**src/sv/hc2_pkg.sv**
```systemverilog
// Types, constants and mod-26 helpers for the 2x2 Hill cipher stream block.
package hc2_pkg;

  localparam int unsigned LetterW  = 5;
  localparam int unsigned CharW    = 8;
  localparam int unsigned CfgIdxW  = 3;
  localparam int unsigned SumW     = 11;
  localparam int unsigned AlphaLen = 26;
  // floor(x * Recip26 / 2^16) == floor(x / 26) for all x < 2048
  localparam int unsigned Recip26  = 2521;
  localparam int unsigned SettleCycles = 2;

  localparam logic [CharW-1:0] AsciiA = 8'h61;
  localparam logic [CharW-1:0] AsciiZ = 8'h7a;

  // Configuration register indexes
  localparam logic [CfgIdxW-1:0] CfgDirection   = 3'd0;
  localparam logic [CfgIdxW-1:0] CfgKeyTopLeft  = 3'd1;
  localparam logic [CfgIdxW-1:0] CfgKeyTopRight = 3'd2;
  localparam logic [CfgIdxW-1:0] CfgKeyBotLeft  = 3'd3;
  localparam logic [CfgIdxW-1:0] CfgKeyBotRight = 3'd4;

  // Effective mixing matrix plus the bad-key flag
  typedef struct packed {
    logic [LetterW-1:0] m00;
    logic [LetterW-1:0] m01;
    logic [LetterW-1:0] m10;
    logic [LetterW-1:0] m11;
    logic               err;
  } key_matrix_t;

  // Letter pair on its way to the mixer
  typedef struct packed {
    logic [LetterW-1:0] p0;
    logic [LetterW-1:0] p1;
  } pair_t;

  // Remainder mod 26 of an 11-bit value by reciprocal multiply
  function automatic logic [LetterW-1:0] mod26(input logic [SumW-1:0] x);
    logic [22:0]     prod;
    logic [6:0]      quo;
    logic [SumW-1:0] qm;
    prod = 23'(x) * 23'(Recip26);
    quo  = prod[22:16];
    qm   = SumW'(quo) * SumW'(AlphaLen);
    return LetterW'(x - qm);
  endfunction

  // Fold a 5-bit key entry into 0..25
  function automatic logic [LetterW-1:0] fold26(input logic [LetterW-1:0] x);
    return (x >= LetterW'(AlphaLen)) ? LetterW'(x - LetterW'(AlphaLen)) : x;
  endfunction

  // Inverse of a residue mod 26, zero for non-units
  function automatic logic [LetterW-1:0] unit_inverse(input logic [LetterW-1:0] x);
    logic [LetterW-1:0] r;
    case (x)
      5'd1:    r = 5'd1;
      5'd3:    r = 5'd9;
      5'd5:    r = 5'd21;
      5'd7:    r = 5'd15;
      5'd9:    r = 5'd3;
      5'd11:   r = 5'd19;
      5'd15:   r = 5'd7;
      5'd17:   r = 5'd23;
      5'd19:   r = 5'd11;
      5'd21:   r = 5'd5;
      5'd23:   r = 5'd17;
      5'd25:   r = 5'd25;
      default: r = 5'd0;
    endcase
    return r;
  endfunction

endpackage

```
**src/sv/hill_cipher_2x2_stream.sv**
```systemverilog
// Top level of the streaming 2x2 Hill cipher over the letters a to z.
//
// Input channel (in_*): one text byte per word, with in_end_of_text on the
// last byte. Bytes outside 'a'..'z' are dropped; letters are paired in order
// and a lone trailing letter is paired with 'a' at end of text.
// Output channel (out_*): two words per pair, out_last_of_run on the second.
// Decrypting with a key whose determinant has no inverse mod 26 gives
// out_char = 0 and out_key_error = 1 on both words.
// Config channel (cfg_*): index 0 direction, 1..4 key entries row by row.
// Write it only while the block is idle; in_ready drops during the write and
// stays low after it while the inverse-key pipeline reloads.
// Throughput: one input word per cycle while in_ready is high; the output takes
// one word per cycle when out_ready is high, so a pair completed on every input
// (end-of-text flushes) stalls the input. A completing input word passes through
// the pair register, then the result buffer, before its first result shows.
// Reset: clears the key, the direction and any pending letter; in_ready stays
// low after reset while the inverse-key pipeline reloads. A stalled receiver
// holds the result buffer and backs up through the pair register to in_ready.
module hill_cipher_2x2_stream (
  input  logic                        clk,
  input  logic                        rst_n,
  input  logic                        cfg_valid,
  output logic                        cfg_ready,
  input  logic [hc2_pkg::CfgIdxW-1:0] cfg_index,
  input  logic [hc2_pkg::LetterW-1:0] cfg_data,
  input  logic                        in_valid,
  output logic                        in_ready,
  input  logic [hc2_pkg::CharW-1:0]   in_text_byte,
  input  logic                        in_end_of_text,
  output logic                        out_valid,
  input  logic                        out_ready,
  output logic [hc2_pkg::CharW-1:0]   out_char,
  output logic                        out_key_error,
  output logic                        out_last_of_run
);

  hc2_pkg::key_matrix_t key;
  hc2_pkg::pair_t       pair;
  logic                 settling;
  logic                 pair_valid;
  logic                 pair_ready;

  hc2_key u_key (
    .clk       (clk),
    .rst_n     (rst_n),
    .cfg_valid (cfg_valid),
    .cfg_ready (cfg_ready),
    .cfg_index (cfg_index),
    .cfg_data  (cfg_data),
    .key       (key),
    .settling  (settling)
  );

  hc2_pair u_pair (
    .clk            (clk),
    .rst_n          (rst_n),
    .hold           (settling),
    .in_valid       (in_valid),
    .in_ready       (in_ready),
    .in_text_byte   (in_text_byte),
    .in_end_of_text (in_end_of_text),
    .pair_valid     (pair_valid),
    .pair_ready     (pair_ready),
    .pair           (pair)
  );

  hc2_mix u_mix (
    .clk             (clk),
    .rst_n           (rst_n),
    .pair_valid      (pair_valid),
    .pair_ready      (pair_ready),
    .pair            (pair),
    .key             (key),
    .out_valid       (out_valid),
    .out_ready       (out_ready),
    .out_char        (out_char),
    .out_key_error   (out_key_error),
    .out_last_of_run (out_last_of_run)
  );

endmodule

```
**src/sv/hc2_key.sv**
```systemverilog
// Configuration registers and the two-stage key matrix / inverse pipeline.
module hc2_key (
  input  logic                          clk,
  input  logic                          rst_n,
  input  logic                          cfg_valid,
  output logic                          cfg_ready,
  input  logic [hc2_pkg::CfgIdxW-1:0]   cfg_index,
  input  logic [hc2_pkg::LetterW-1:0]   cfg_data,
  output hc2_pkg::key_matrix_t          key,
  output logic                          settling
);

  logic                         dir_r;
  logic [hc2_pkg::LetterW-1:0]  ktl_r, ktr_r, kbl_r, kbr_r;
  logic [1:0]                   settle_r, settle_nxt;

  // stage 1: folded entries, determinant, base matrix
  logic [hc2_pkg::LetterW-1:0]  a, b, c, d;
  logic [hc2_pkg::LetterW-1:0]  det_nxt, det_r;
  hc2_pkg::key_matrix_t         base_nxt, base_r;
  logic                         s1_dir_r;

  // stage 2: scaled matrix
  logic [hc2_pkg::LetterW-1:0]  inv;
  hc2_pkg::key_matrix_t         key_nxt, key_r;

  assign cfg_ready = 1'b1;

  // register file
  always_ff @(posedge clk) begin
    if (!rst_n) begin
      dir_r <= 1'b0;
      ktl_r <= '0;
      ktr_r <= '0;
      kbl_r <= '0;
      kbr_r <= '0;
    end else if (cfg_valid) begin
      case (cfg_index)
        hc2_pkg::CfgDirection:   dir_r <= cfg_data[0];
        hc2_pkg::CfgKeyTopLeft:  ktl_r <= cfg_data;
        hc2_pkg::CfgKeyTopRight: ktr_r <= cfg_data;
        hc2_pkg::CfgKeyBotLeft:  kbl_r <= cfg_data;
        hc2_pkg::CfgKeyBotRight: kbr_r <= cfg_data;
        default: ;
      endcase
    end
  end

  // hold off input until the matrix pipeline has caught up with a write
  always_comb begin
    if (cfg_valid) begin
      settle_nxt = 2'(hc2_pkg::SettleCycles);
    end else if (settle_r != 2'd0) begin
      settle_nxt = settle_r - 2'd1;
    end else begin
      settle_nxt = settle_r;
    end
  end

  always_ff @(posedge clk) begin
    if (!rst_n) begin
      settle_r <= 2'(hc2_pkg::SettleCycles);
    end else begin
      settle_r <= settle_nxt;
    end
  end

  assign settling = cfg_valid | (settle_r != 2'd0);

  // stage 1: det = a*d - b*c mod 26; base is the key or its adjugate
  always_comb begin
    a = hc2_pkg::fold26(ktl_r);
    b = hc2_pkg::fold26(ktr_r);
    c = hc2_pkg::fold26(kbl_r);
    d = hc2_pkg::fold26(kbr_r);
    det_nxt = hc2_pkg::mod26(hc2_pkg::SumW'(a) * hc2_pkg::SumW'(d)
              + hc2_pkg::SumW'(hc2_pkg::AlphaLen * hc2_pkg::AlphaLen)
              - hc2_pkg::SumW'(b) * hc2_pkg::SumW'(c));
    base_nxt.err = 1'b0;
    if (dir_r) begin
      base_nxt.m00 = d;
      base_nxt.m01 = (b == '0) ? '0 : 5'(hc2_pkg::LetterW'(hc2_pkg::AlphaLen) - b);
      base_nxt.m10 = (c == '0) ? '0 : 5'(hc2_pkg::LetterW'(hc2_pkg::AlphaLen) - c);
      base_nxt.m11 = a;
    end else begin
      base_nxt.m00 = a;
      base_nxt.m01 = b;
      base_nxt.m10 = c;
      base_nxt.m11 = d;
    end
  end

  always_ff @(posedge clk) begin
    det_r    <= det_nxt;
    base_r   <= base_nxt;
    s1_dir_r <= dir_r;
  end

  // stage 2: when decrypting, scale the adjugate by the determinant's inverse; else pass the key
  always_comb begin
    inv = hc2_pkg::unit_inverse(det_r);
    if (s1_dir_r) begin
      key_nxt.m00 = hc2_pkg::mod26(hc2_pkg::SumW'(base_r.m00) * hc2_pkg::SumW'(inv));
      key_nxt.m01 = hc2_pkg::mod26(hc2_pkg::SumW'(base_r.m01) * hc2_pkg::SumW'(inv));
      key_nxt.m10 = hc2_pkg::mod26(hc2_pkg::SumW'(base_r.m10) * hc2_pkg::SumW'(inv));
      key_nxt.m11 = hc2_pkg::mod26(hc2_pkg::SumW'(base_r.m11) * hc2_pkg::SumW'(inv));
      key_nxt.err = (inv == '0);
    end else begin
      key_nxt = base_r;
    end
  end

  always_ff @(posedge clk) begin
    key_r <= key_nxt;
  end

  assign key = key_r;

endmodule

```
**src/sv/hc2_pair.sv**
```systemverilog
// Input stage: letter filter, pending-letter register and pair register.
module hc2_pair (
  input  logic                        clk,
  input  logic                        rst_n,
  input  logic                        hold,
  input  logic                        in_valid,
  output logic                        in_ready,
  input  logic [hc2_pkg::CharW-1:0]   in_text_byte,
  input  logic                        in_end_of_text,
  output logic                        pair_valid,
  input  logic                        pair_ready,
  output hc2_pkg::pair_t              pair
);

  logic                         held_valid_r, held_valid_nxt;
  logic [hc2_pkg::LetterW-1:0]  held_letter_r, held_letter_nxt;
  logic                         pair_valid_r, pair_valid_nxt;
  hc2_pkg::pair_t               pair_r, pair_nxt;
  logic                         accept;
  logic                         is_letter;
  logic                         emit;
  logic [hc2_pkg::LetterW-1:0]  idx;

  assign in_ready = !hold && (!pair_valid_r || pair_ready);
  assign accept   = in_valid && in_ready;

  // pairing decision for the accepted word
  always_comb begin
    is_letter       = in_text_byte inside {[hc2_pkg::AsciiA:hc2_pkg::AsciiZ]};
    idx             = hc2_pkg::LetterW'(in_text_byte - hc2_pkg::AsciiA);
    held_valid_nxt  = held_valid_r;
    held_letter_nxt = held_letter_r;
    emit            = 1'b0;
    pair_nxt        = pair_r;
    if (accept) begin
      if (is_letter && held_valid_r) begin
        emit            = 1'b1;
        pair_nxt.p0     = held_letter_r;
        pair_nxt.p1     = idx;
        held_valid_nxt  = 1'b0;
        held_letter_nxt = '0;
      end else if (is_letter && in_end_of_text) begin
        // odd trailing letter, padded with 'a'
        emit            = 1'b1;
        pair_nxt.p0     = idx;
        pair_nxt.p1     = '0;
      end else if (is_letter) begin
        held_valid_nxt  = 1'b1;
        held_letter_nxt = idx;
      end else if (in_end_of_text && held_valid_r) begin
        emit            = 1'b1;
        pair_nxt.p0     = held_letter_r;
        pair_nxt.p1     = '0;
        held_valid_nxt  = 1'b0;
        held_letter_nxt = '0;
      end
    end
    if (emit) begin
      pair_valid_nxt = 1'b1;
    end else if (pair_ready) begin
      pair_valid_nxt = 1'b0;
    end else begin
      pair_valid_nxt = pair_valid_r;
    end
  end

  always_ff @(posedge clk) begin
    if (!rst_n) begin
      held_valid_r  <= 1'b0;
      held_letter_r <= '0;
      pair_valid_r  <= 1'b0;
    end else begin
      held_valid_r  <= held_valid_nxt;
      held_letter_r <= held_letter_nxt;
      pair_valid_r  <= pair_valid_nxt;
    end
  end

  always_ff @(posedge clk) begin
    pair_r <= pair_nxt;
  end

  assign pair_valid = pair_valid_r;
  assign pair       = pair_r;

endmodule

```
**src/sv/hc2_mix.sv**
```systemverilog
// Matrix product mod 26 and the two-word result buffer feeding the output.
module hc2_mix (
  input  logic                        clk,
  input  logic                        rst_n,
  input  logic                        pair_valid,
  output logic                        pair_ready,
  input  hc2_pkg::pair_t              pair,
  input  hc2_pkg::key_matrix_t        key,
  output logic                        out_valid,
  input  logic                        out_ready,
  output logic [hc2_pkg::CharW-1:0]   out_char,
  output logic                        out_key_error,
  output logic                        out_last_of_run
);

  localparam logic [1:0] PairWords = 2'd2;

  logic [1:0]                   left_r, left_nxt;
  logic [hc2_pkg::CharW-1:0]    word0_r, word1_r;
  logic [hc2_pkg::CharW-1:0]    word0_nxt, word1_nxt;
  logic                         err_r;
  logic [hc2_pkg::SumW-1:0]     v0, v1;
  logic                         take_pair;
  logic                         take_word;

  // a new pair may enter when the buffer is empty or as its last word leaves
  assign out_valid  = (left_r != 2'd0);
  assign take_word  = out_valid && out_ready;
  assign pair_ready = (left_r == 2'd0) || ((left_r == 2'd1) && out_ready);
  assign take_pair  = pair_valid && pair_ready;

  // c = M * p mod 26
  always_comb begin
    v0 = hc2_pkg::SumW'(key.m00) * hc2_pkg::SumW'(pair.p0)
       + hc2_pkg::SumW'(key.m01) * hc2_pkg::SumW'(pair.p1);
    v1 = hc2_pkg::SumW'(key.m10) * hc2_pkg::SumW'(pair.p0)
       + hc2_pkg::SumW'(key.m11) * hc2_pkg::SumW'(pair.p1);
    word0_nxt = key.err ? '0 : hc2_pkg::AsciiA + hc2_pkg::CharW'(hc2_pkg::mod26(v0));
    word1_nxt = key.err ? '0 : hc2_pkg::AsciiA + hc2_pkg::CharW'(hc2_pkg::mod26(v1));
  end

  // words left in the buffer
  always_comb begin
    if (take_pair) begin
      left_nxt = PairWords;
    end else if (take_word) begin
      left_nxt = left_r - 2'd1;
    end else begin
      left_nxt = left_r;
    end
  end

  always_ff @(posedge clk) begin
    if (!rst_n) begin
      left_r <= '0;
    end else begin
      left_r <= left_nxt;
    end
  end

  always_ff @(posedge clk) begin
    if (take_pair) begin
      word0_r <= word0_nxt;
      word1_r <= word1_nxt;
      err_r   <= key.err;
    end
  end

  assign out_char        = (left_r == PairWords) ? word0_r : word1_r;
  assign out_key_error   = err_r;
  assign out_last_of_run = (left_r == 2'd1);

endmodule

```
**config.mk**
```make
export PLATFORM = sky130hd
export DESIGN_NAME = hill_cipher_2x2_stream
export DESIGN_NICKNAME = d
export VERILOG_FILES = /design/src/sv/hc2_pkg.sv /design/src/sv/hill_cipher_2x2_stream.sv /design/src/sv/hc2_key.sv /design/src/sv/hc2_pair.sv /design/src/sv/hc2_mix.sv
export SDC_FILE = /design/constraint.sdc
export NUM_CORES = 2
export LEC_CHECK = 0
export ABC_AREA = 1
export BUFFER_PORTS_ARGS = -buffer_cell sky130_fd_sc_hd__buf_2
export CORE_MARGIN = 2
export CORE_UTILIZATION = 36
export CTS_BUF_LIST = sky130_fd_sc_hd__clkbuf_8
export CTS_CLUSTER_DIAMETER = 200
export DETAILED_ROUTE_END_ITERATION = 12
export GPL_ROUTABILITY_DRIVEN = 0
export PLACE_DENSITY_LB_ADDON = 0.15
export RECOVER_POWER = 100
export SLEW_MARGIN = 20
export SYNTH_ARGS = -nofsm -noshare
export SYNTH_HDL_FRONTEND = slang
export SYNTH_SLANG_ARGS = --single-unit
```
**constraint.sdc**
```tcl
create_clock -name clk -period 29.3 [get_ports clk]
set_clock_uncertainty 0.15 [all_clocks]
set_input_delay 4.395 -clock clk [delete_from_list [all_inputs] [get_ports clk]]
set_output_delay 4.395 -clock clk [all_outputs]
set_load 0.005 [all_outputs]
```
Word-level counts from Yosys, hierarchy flattened
Memories as Yosys holds them, arrays and structs flattened. A register that Yosys moved wholly into a read port is not among the register bits.
Cells that the tools add are included.
{"block": "totals", "mem_count": 1, "wordCells": 152, "regBits": 101, "romBits": 160}
{"name": "(no name shown)", "words": 32, "word_bits": 5, "rd": 1, "rd_clocked_by_memory_dff": 1, "write_ports": 0, "line_no": "hc2_pkg.sv:57", "rtl": "case (x)"}
{"block": "op_classes", "bitwise": 2, "n_mux": 30, "eq_ne": 8, "n_mul": 24, "n_reduce_logical": 33, "n_addsub": 22, "magnitude_cmp": 6}
{"cell": "5-bit by 5-bit multiplier with 10-bit output", "count": 10}
{"cell": "10-bit by 12-bit multiplier with 22-bit output (second input constant)", "count": 4}
{"cell": "11-bit by 12-bit multiplier with 23-bit output (second input constant)", "count": 3}
{"cell": "5-bit 2-to-1 mux", "count": 10}
{"cell": "10-bit 2-to-1 mux", "count": 4}
{"cell": "5-bit subtractor", "count": 7}
{"cell": "6-bit by 4-bit multiplier with 4-bit output (second input constant)", "count": 4}
{"cell": "10-bit by 10-bit adder with 11-bit output", "count": 2}
{"cell": "7-bit by 4-bit multiplier with 4-bit output (second input constant)", "count": 3}
{"cell": "21-bit 2-to-1 mux", "count": 1}
{"cell": "5-bit greater-or-equal comparator (second input constant)", "count": 4}
{"cell": "20-bit 2-to-1 mux", "count": 1}
{"cell": "5-bit subtractor (second input constant)", "count": 4}
{"cell": "7-bit by 5-bit adder with 8-bit output (first input constant)", "count": 2}
{"cell": "5-bit logical NOT", "count": 3}
{"cell": "10-bit by 10-bit adder with 11-bit output (second input constant)", "count": 1}
{"cell": "1-bit 2-to-1 mux", "count": 11}
{"cell": "11-bit by 10-bit subtractor with 11-bit output", "count": 1}
{"cell": "2-bit AND reduction", "count": 5}
{"cell": "5-bit subtractor (first input constant)", "count": 2}
{"cell": "1-bit logical AND", "count": 9}
{"cell": "8-bit by 7-bit greater-or-equal comparator with 1-bit output (second input constant)", "count": 1}
{"cell": "8-bit by 7-bit <= comparator with 1-bit output (second input constant)", "count": 1}
{"cell": "8-bit 2-to-1 mux", "count": 1}
{"cell": "other kinds (20)", "count": 31}

Depth between registers and ports, before layout
{"block": "depth", "ltp_word": 8, "ltp_mapped": 63, "ltp_nobuf": 63}

By module
Synthesis repeated with hierarchy kept, for this count alone.
{"block": "hier_totals", "hier_cells": 3675, "hier_area_um2": 29134.2}
{"mod": "hc2_key", "n_inst": 1, "area_per_inst_um2": 18988.2, "cells_each": 2436}
{"mod": "hc2_mix", "n_inst": 1, "area_per_inst_um2": 9186.3, "cells_each": 1125}
{"mod": "hc2_pair", "n_inst": 1, "area_per_inst_um2": 959.7, "cells_each": 114}

Worst setup path after synthesis
Ideal clock, no wire load.
{"block": "synth_timing", "kind": "register -> register", "from": "reg u_key.ktl_r[1] in the netlist's numbering", "to": "reg u_key.inv[4] (netlist name)", "arrival_time_ns": 10.341, "path_slack_ns": 18.697, "required_ns": 29.038, "stages_incl_launch_ff": 58, "synth_period_minus_slack_ns": 10.603, "cell_sequence": "dfxtp_1 > inv_1 > ha_1 > inv_1 > a21oi_1 > nor2_1 > inv_1 > o21ai_0 > nand2_1 > fa_1 > inv_1 > fa_1 > fa_1 > fa_1 > inv_1 > fa_1 > inv_1 > ha_1 > [... 22 more ...] > a21oi_1 > xnor2_1 > ha_1 > inv_1 > ha_1 > nand2_1 > nor2_1 > a211oi_1 > xnor2_1 > nand2_1 > nand2_1 > inv_1 > nand2_2 > nand2_2 > nand2_4 > nand2_4 > nand2_1 > nand2_1"}
{"block": "synth_between", "elab_chain_cells": 8}
{"element": "start, declared", "line_no": "hc2_key.sv:14", "rtl": "logic [hc2_pkg::LetterW-1:0] ktl_r, ktr_r, kbl_r, kbr_r;"}
{"element": "start signal, assigned", "line_no": "hc2_key.sv:40", "rtl": "hc2_pkg::CfgKeyTopLeft: ktl_r <= cfg_data;"}
{"element": "5-bit subtractor or 5-bit greater-or-equal comparator (tied branches)", "line_no": "hc2_pkg.sv:51", "rtl": "return (x >= LetterW'(AlphaLen)) ? LetterW'(x - LetterW'(AlphaLen)) : x;"}
{"element": "5-bit 2-to-1 mux (*)", "line_no": "hc2_pkg.sv:51"}
{"element": "5-bit by 5-bit multiplier with 10-bit output (*)", "line_no": "hc2_key.sv:76", "rtl": "det_nxt = hc2_pkg::mod26(hc2_pkg::SumW'(a) * hc2_pkg::SumW'(d)"}
{"element": "10-bit by 10-bit adder with 11-bit output (*)", "line_no": "hc2_key.sv:77", "rtl": "+ hc2_pkg::SumW'(hc2_pkg::AlphaLen * hc2_pkg::AlphaLen)"}
{"element": "11-bit by 10-bit subtractor with 11-bit output (*)", "line_no": "hc2_key.sv:78", "rtl": "- hc2_pkg::SumW'(b) * hc2_pkg::SumW'(c));"}
{"element": "11-bit by 12-bit multiplier with 23-bit output", "line_no": "hc2_pkg.sv:43", "rtl": "prod = 23'(x) * 23'(Recip26);"}
{"element": "7-bit by 4-bit multiplier with 4-bit output", "line_no": "hc2_pkg.sv:45", "rtl": "qm = SumW'(quo) * SumW'(AlphaLen);"}
{"element": "5-bit subtractor (*)", "line_no": "hc2_pkg.sv:46", "rtl": "return LetterW'(x - qm);"}
Mark *: on every way between the ends. The rest lies on a longest branch, timed or not.
A chain may end at the register's enable or synchronous reset.

Worst setup path in the final report
{"block": "layout_timing", "from": "reg u_key.ktl_r[2] in the netlist's numbering", "to": "reg u_key.inv[1] (netlist name)"}
{"block": "layout_between", "elab_chain_cells": 8}
{"element": "5-bit subtractor or 5-bit greater-or-equal comparator (tied branches)", "line_no": "hc2_pkg.sv:51"}
{"element": "5-bit 2-to-1 mux (*)", "line_no": "hc2_pkg.sv:51"}
{"element": "5-bit by 5-bit multiplier with 10-bit output (*)", "line_no": "hc2_key.sv:76"}
{"element": "10-bit by 10-bit adder with 11-bit output (*)", "line_no": "hc2_key.sv:77"}
{"element": "11-bit by 10-bit subtractor with 11-bit output (*)", "line_no": "hc2_key.sv:78"}
{"element": "11-bit by 12-bit multiplier with 23-bit output", "line_no": "hc2_pkg.sv:43"}
{"element": "7-bit by 4-bit multiplier with 4-bit output", "line_no": "hc2_pkg.sv:45"}
{"element": "5-bit subtractor (*)", "line_no": "hc2_pkg.sv:46"}
Marked as above.

==> results summary <==
The insertion delay to the later sink of the worst-skew pair is between 0.4 and 0.5 ns. The cell with the largest stage delay on the worst path is sky130_fd_sc_hd__fa_1. The share of final-layout standard cells stronger than drive strength 1 came out at 0.0268. The synthesized netlist contains 55 unique library cells. The reg-to-reg endpoint is u_key.inv[1]. The layout has ~8400 filler cells.

The start-to-end type of the worst setup path is reg2reg. The maximum clock frequency is 85.6 MHz. The worst setup path is captured at a flop. The xor-xnor portion of the synthesized cell area came out at 0.0312. Setup repair after global routing left no endpoint under its margin. The tree is rooted in a sky130_fd_sc_hd__clkbuf_8.

The most numerous cell type found on the critical path is sky130_fd_sc_hd__nand2_1. The number of buffers inserted for hold repair after clock tree synthesis came out at 0. The core region is 79300 sq um.

Of the post-synthesis cell area, the part taken by muxes is 0.00311. In this run the remaining antenna-violating nets after routing total 0. The power density of the placed cells is 77.8 nW/um^2. The post-route clock period utilization came out at 0.399. Post-CTS timing repair inserted 0 buffers for setup. The number of antenna violations at the first check in global routing came out at 1. The number of resized instances in the post-cts repair step came out at 0.

The count of state elements after synthesis is 106. The path with the worst hold slack has its endpoint at u_key.settle_r[0]. The total of max-cap violations is 1. The worst setup path is launched from a flop. The run finished, with violations left. The internal portion of total power came out at 1.01 mW. The overall via count from detail_route came out at 21100. The cell count of the worst hold path came out at 1. The sequential group share of total power came out at 0.078. Tracing the worst setup path back leads to its startpoint at u_key.ktl_r[2]. Of the total power, combinational logic draws 0.882.

The growth of design area from synthesis to finish is 5.36%. Of all flip-flops after synthesis, the portion carrying an async set or reset was 0. In this run the most critical hold path is launched from u_key.settle_r[0].

In the post-synthesis netlist, the biggest area contributors are sky130_fd_sc_hd__ha_1, sky130_fd_sc_hd__fa_1, sky130_fd_sc_hd__inv_1, sky130_fd_sc_hd__nand2_1, sky130_fd_sc_hd__dfxtp_1. The CTS tree is yes. For the pin with the worst max-slew slack, the measured transition is 1.70 ns. The critical path buffer and inverter count came out at 12. The portion of total power attributed to the clock network is 0.040. The critical path arrival came out at 11.87 ns. The final layout net count is 4684.

The min-delay analysis places its worst path in the category reg2reg. The number of cells produced by synthesis came out at 3638. The worst register-to-register path has a depth of 57. The share of the synthesized area in compound gates (AO/OA/AOI/OAI) came out at 0.0675. Row generation in the floorplan step produced 103 rows. The peak per-stage delay on the critical path is 0.56 ns. The H-tree generated during clock tree synthesis spans 3 levels. The final count of pins violating max slew came out at 20.

Headroom to the max-slew limit came out at -0.141. The vertical die dimension is 288 um. The number of buffers on the longest clock path is 2. The leakage dissipation came out at between 15 and 20 nW. Of the post-synthesis cell area, the dominant cell type holds 0.273.

Among all flip-flop cells after synthesis, the most frequent one is sky130_fd_sc_hd__dfxtp_1. The clock-pin transition on the worst setup and hold timing paths came out at 0.11 ns. The net switching fraction of the power came out at 0.573. The aggregate global-route resource usage came out at 0.157. The maximum fanout along the worst path came out at 6. In the routed layout, each cell is associated on average with a via count of 4.47.

The number of buffers inserted during clock tree synthesis is 9. The total overflow reported by the global router came out at 0. The design draws 2.37 mW. During I/O placement, the number of pins put on the boundary was 35.

The setup TNS came out at 0 ns. Summing all flip-flop and latch instances after layout gives 2390 sq um. The combined area of the multi-input logic cells is 22300 sq um. The checks that failed: capacitance limit, slew limit.

The maximum number of pins on one net before global-route repair came out at 30. The remaining routing DRC violations is 0. The simple-gate share of the synthesized area came out at 0.140. The number of global-route vias before repair was 22200. The adder-cell share of the synthesized area is 0.531.

The net load switching power is 1.36 mW. The count of final setup violators came out at 0. The post-synthesis sequential area ratio is 0.0827. Counting instances in the post-synthesis netlist gives the leading cell types as sky130_fd_sc_hd__inv_1, sky130_fd_sc_hd__nand2_1, sky130_fd_sc_hd__ha_1.

The data required time at the worst endpoint came out at 29.48 ns. Yosys instantiated no cell more often than sky130_fd_sc_hd__inv_1. The cell family contributing the most delay on the critical path is adder cells. Synthesis produced a netlist with a net count of 4664. The routed design has 61200 um of wire. The starting density of the core came out at 0.365. The first-pass detailed-route iteration total came out at 5. Dividing the synthesized area by the synthesized cell count gives 7.95 sq um. The first global-routing pass estimated 107000 um of wire.

The die boundary width is 288 um. Detailed placement ended at an HPWL of 54900 um. The worst voltage drop across the vdd grid came out at 0.000446 V. The synthesized cell area came out at 28900 sq um. The number of buffers inserted by port buffering came out at 33.

The hold violation total from the final report came to 0. The cell type contributing the most total cell area after synthesis is sky130_fd_sc_hd__ha_1. The overall die area came out at a little over 80000 sq um.

The clock sink count came out at between 100 and 150. The average wire per cell in the routed design came out at 13.0 um. The utilization after layout is 0.385. For flop-to-flop paths, the worst setup slack is 17.61 ns. By area, the combinational part of the netlist is dominated by adder cells.

Counting I/O delays and the setup requirement, the final critical path takes 11.69 ns. The number of enable-type register cells in the synthesized netlist is 27. In this run the critical register-to-register path is launched from u_key.ktl_r[2].

The number of synthesis warnings is 0. The number of violations reported at the end of detailed-routing iteration 0 is 672.
==> sequential cells by signal, indices dropped and copies added (netlist names), 8 cells and up <==
name / flops
u_key.key: 21
u_pair.pair: 10
u_mix.word0_r: 8
u_mix.word1_r: 8
u_key.base_r: 20
==> metrics by stage <==
stage          hold slack (ns)  area, sq um  worst slack, ns  std cells
6_report                 0.312        30500            17.61       4714
5_1_grt                  0.335        30500            16.57       4714
4_1_cts                  0.314        30500            17.78       4713
3_5_place_dp             0.296        30300            17.85       4697
3_3_place_gp             0.295        30300            17.91       4697
2_1_floorplan            0.213        28900            18.70       3638
==> worst max path at each step <==
| stage | slack, ns | cells after the start | endpoint |
|---|---|---|---|
| after floorplan | 18.70 | 57 | u_key.inv[4] |
| after global placement | 17.91 | 57 | u_key.inv[0] |
| after detailed placement | 17.85 | 57 | u_key.inv[1] |
| after CTS | 17.78 | 57 | u_key.inv[1] |
| after global routing | 16.57 | 57 | u_key.inv[1] |
| final | 17.61 | 57 | u_key.inv[1] |
==> routing by layer <==
metal,global-route usage,routed length [um],vias to the layer above
met5,0,0,-
met4,0.0264,890,0
met3,0.0120,815,41
met2,0.285,30300,107
met1,0.206,29200,9849
li1,-,-,11100
==> power by group through the flow <==
stage               Sequential (mW)  Clock [mW]  Combinational, mW
floorplan                     0.185           0               1.74
global placement              0.189           0               2.18
detailed placement            0.188           0               2.18
CTS                           0.185      0.0997               2.20
global route                  0.186       0.106               2.49
finish                        0.185      0.0960               2.09
==> cells by family after synthesis <==
kind of cell             after synthesis
adder cells (fa/ha/maj)             1004
flip-flops                           106
XOR/XNOR                              98
AO/OA/AOI/OAI                        339
multiplexers                           8
AND/OR/NAND/NOR                      971
buffers and inverters               1111
other                                  1
==> final cells by class <==
type                    count  share of cell area
well taps                1050              0.0431
repair buffers             40             0.00653
clock buffers              10             0.00451
inverters                1080               0.133
clock inverters             6             0.00205
flip-flops and latches    106              0.0785
diodes                      1           0.0000821
multi-input cells        2421               0.732
==> cell usage in the layout, fill, tap and decap left out, drive strengths merged, types with 2 or more instances in the layout <==
| cell | count |
|---|---|
| inv | 1082 |
| nand2 | 649 |
| ha | 631 |
| fa | 373 |
| a21oi | 144 |
| nor2 | 142 |
| o21ai | 109 |
| nand3 | 97 |
| dfxtp | 79 |
| xor2 | 57 |
| xnor2 | 40 |
| buf | 29 |
| edfxtp | 27 |
| nor3 | 27 |
| o21bai | 27 |
| nand4 | 21 |
| clkbuf | 21 |
| a31oi | 11 |
| a21o | 11 |
| or2 | 11 |
| nor4 | 10 |
| o21a | 10 |
| nand3b | 10 |
| a211oi | 9 |
| mux2 | 8 |
| o211ai | 5 |
| a31o | 4 |
| a21boi | 4 |
| clkinv | 4 |
| o31ai | 3 |
| and2 | 2 |
| nand2b | 2 |
No activity file was read; power rests on OpenSTA's default activity.
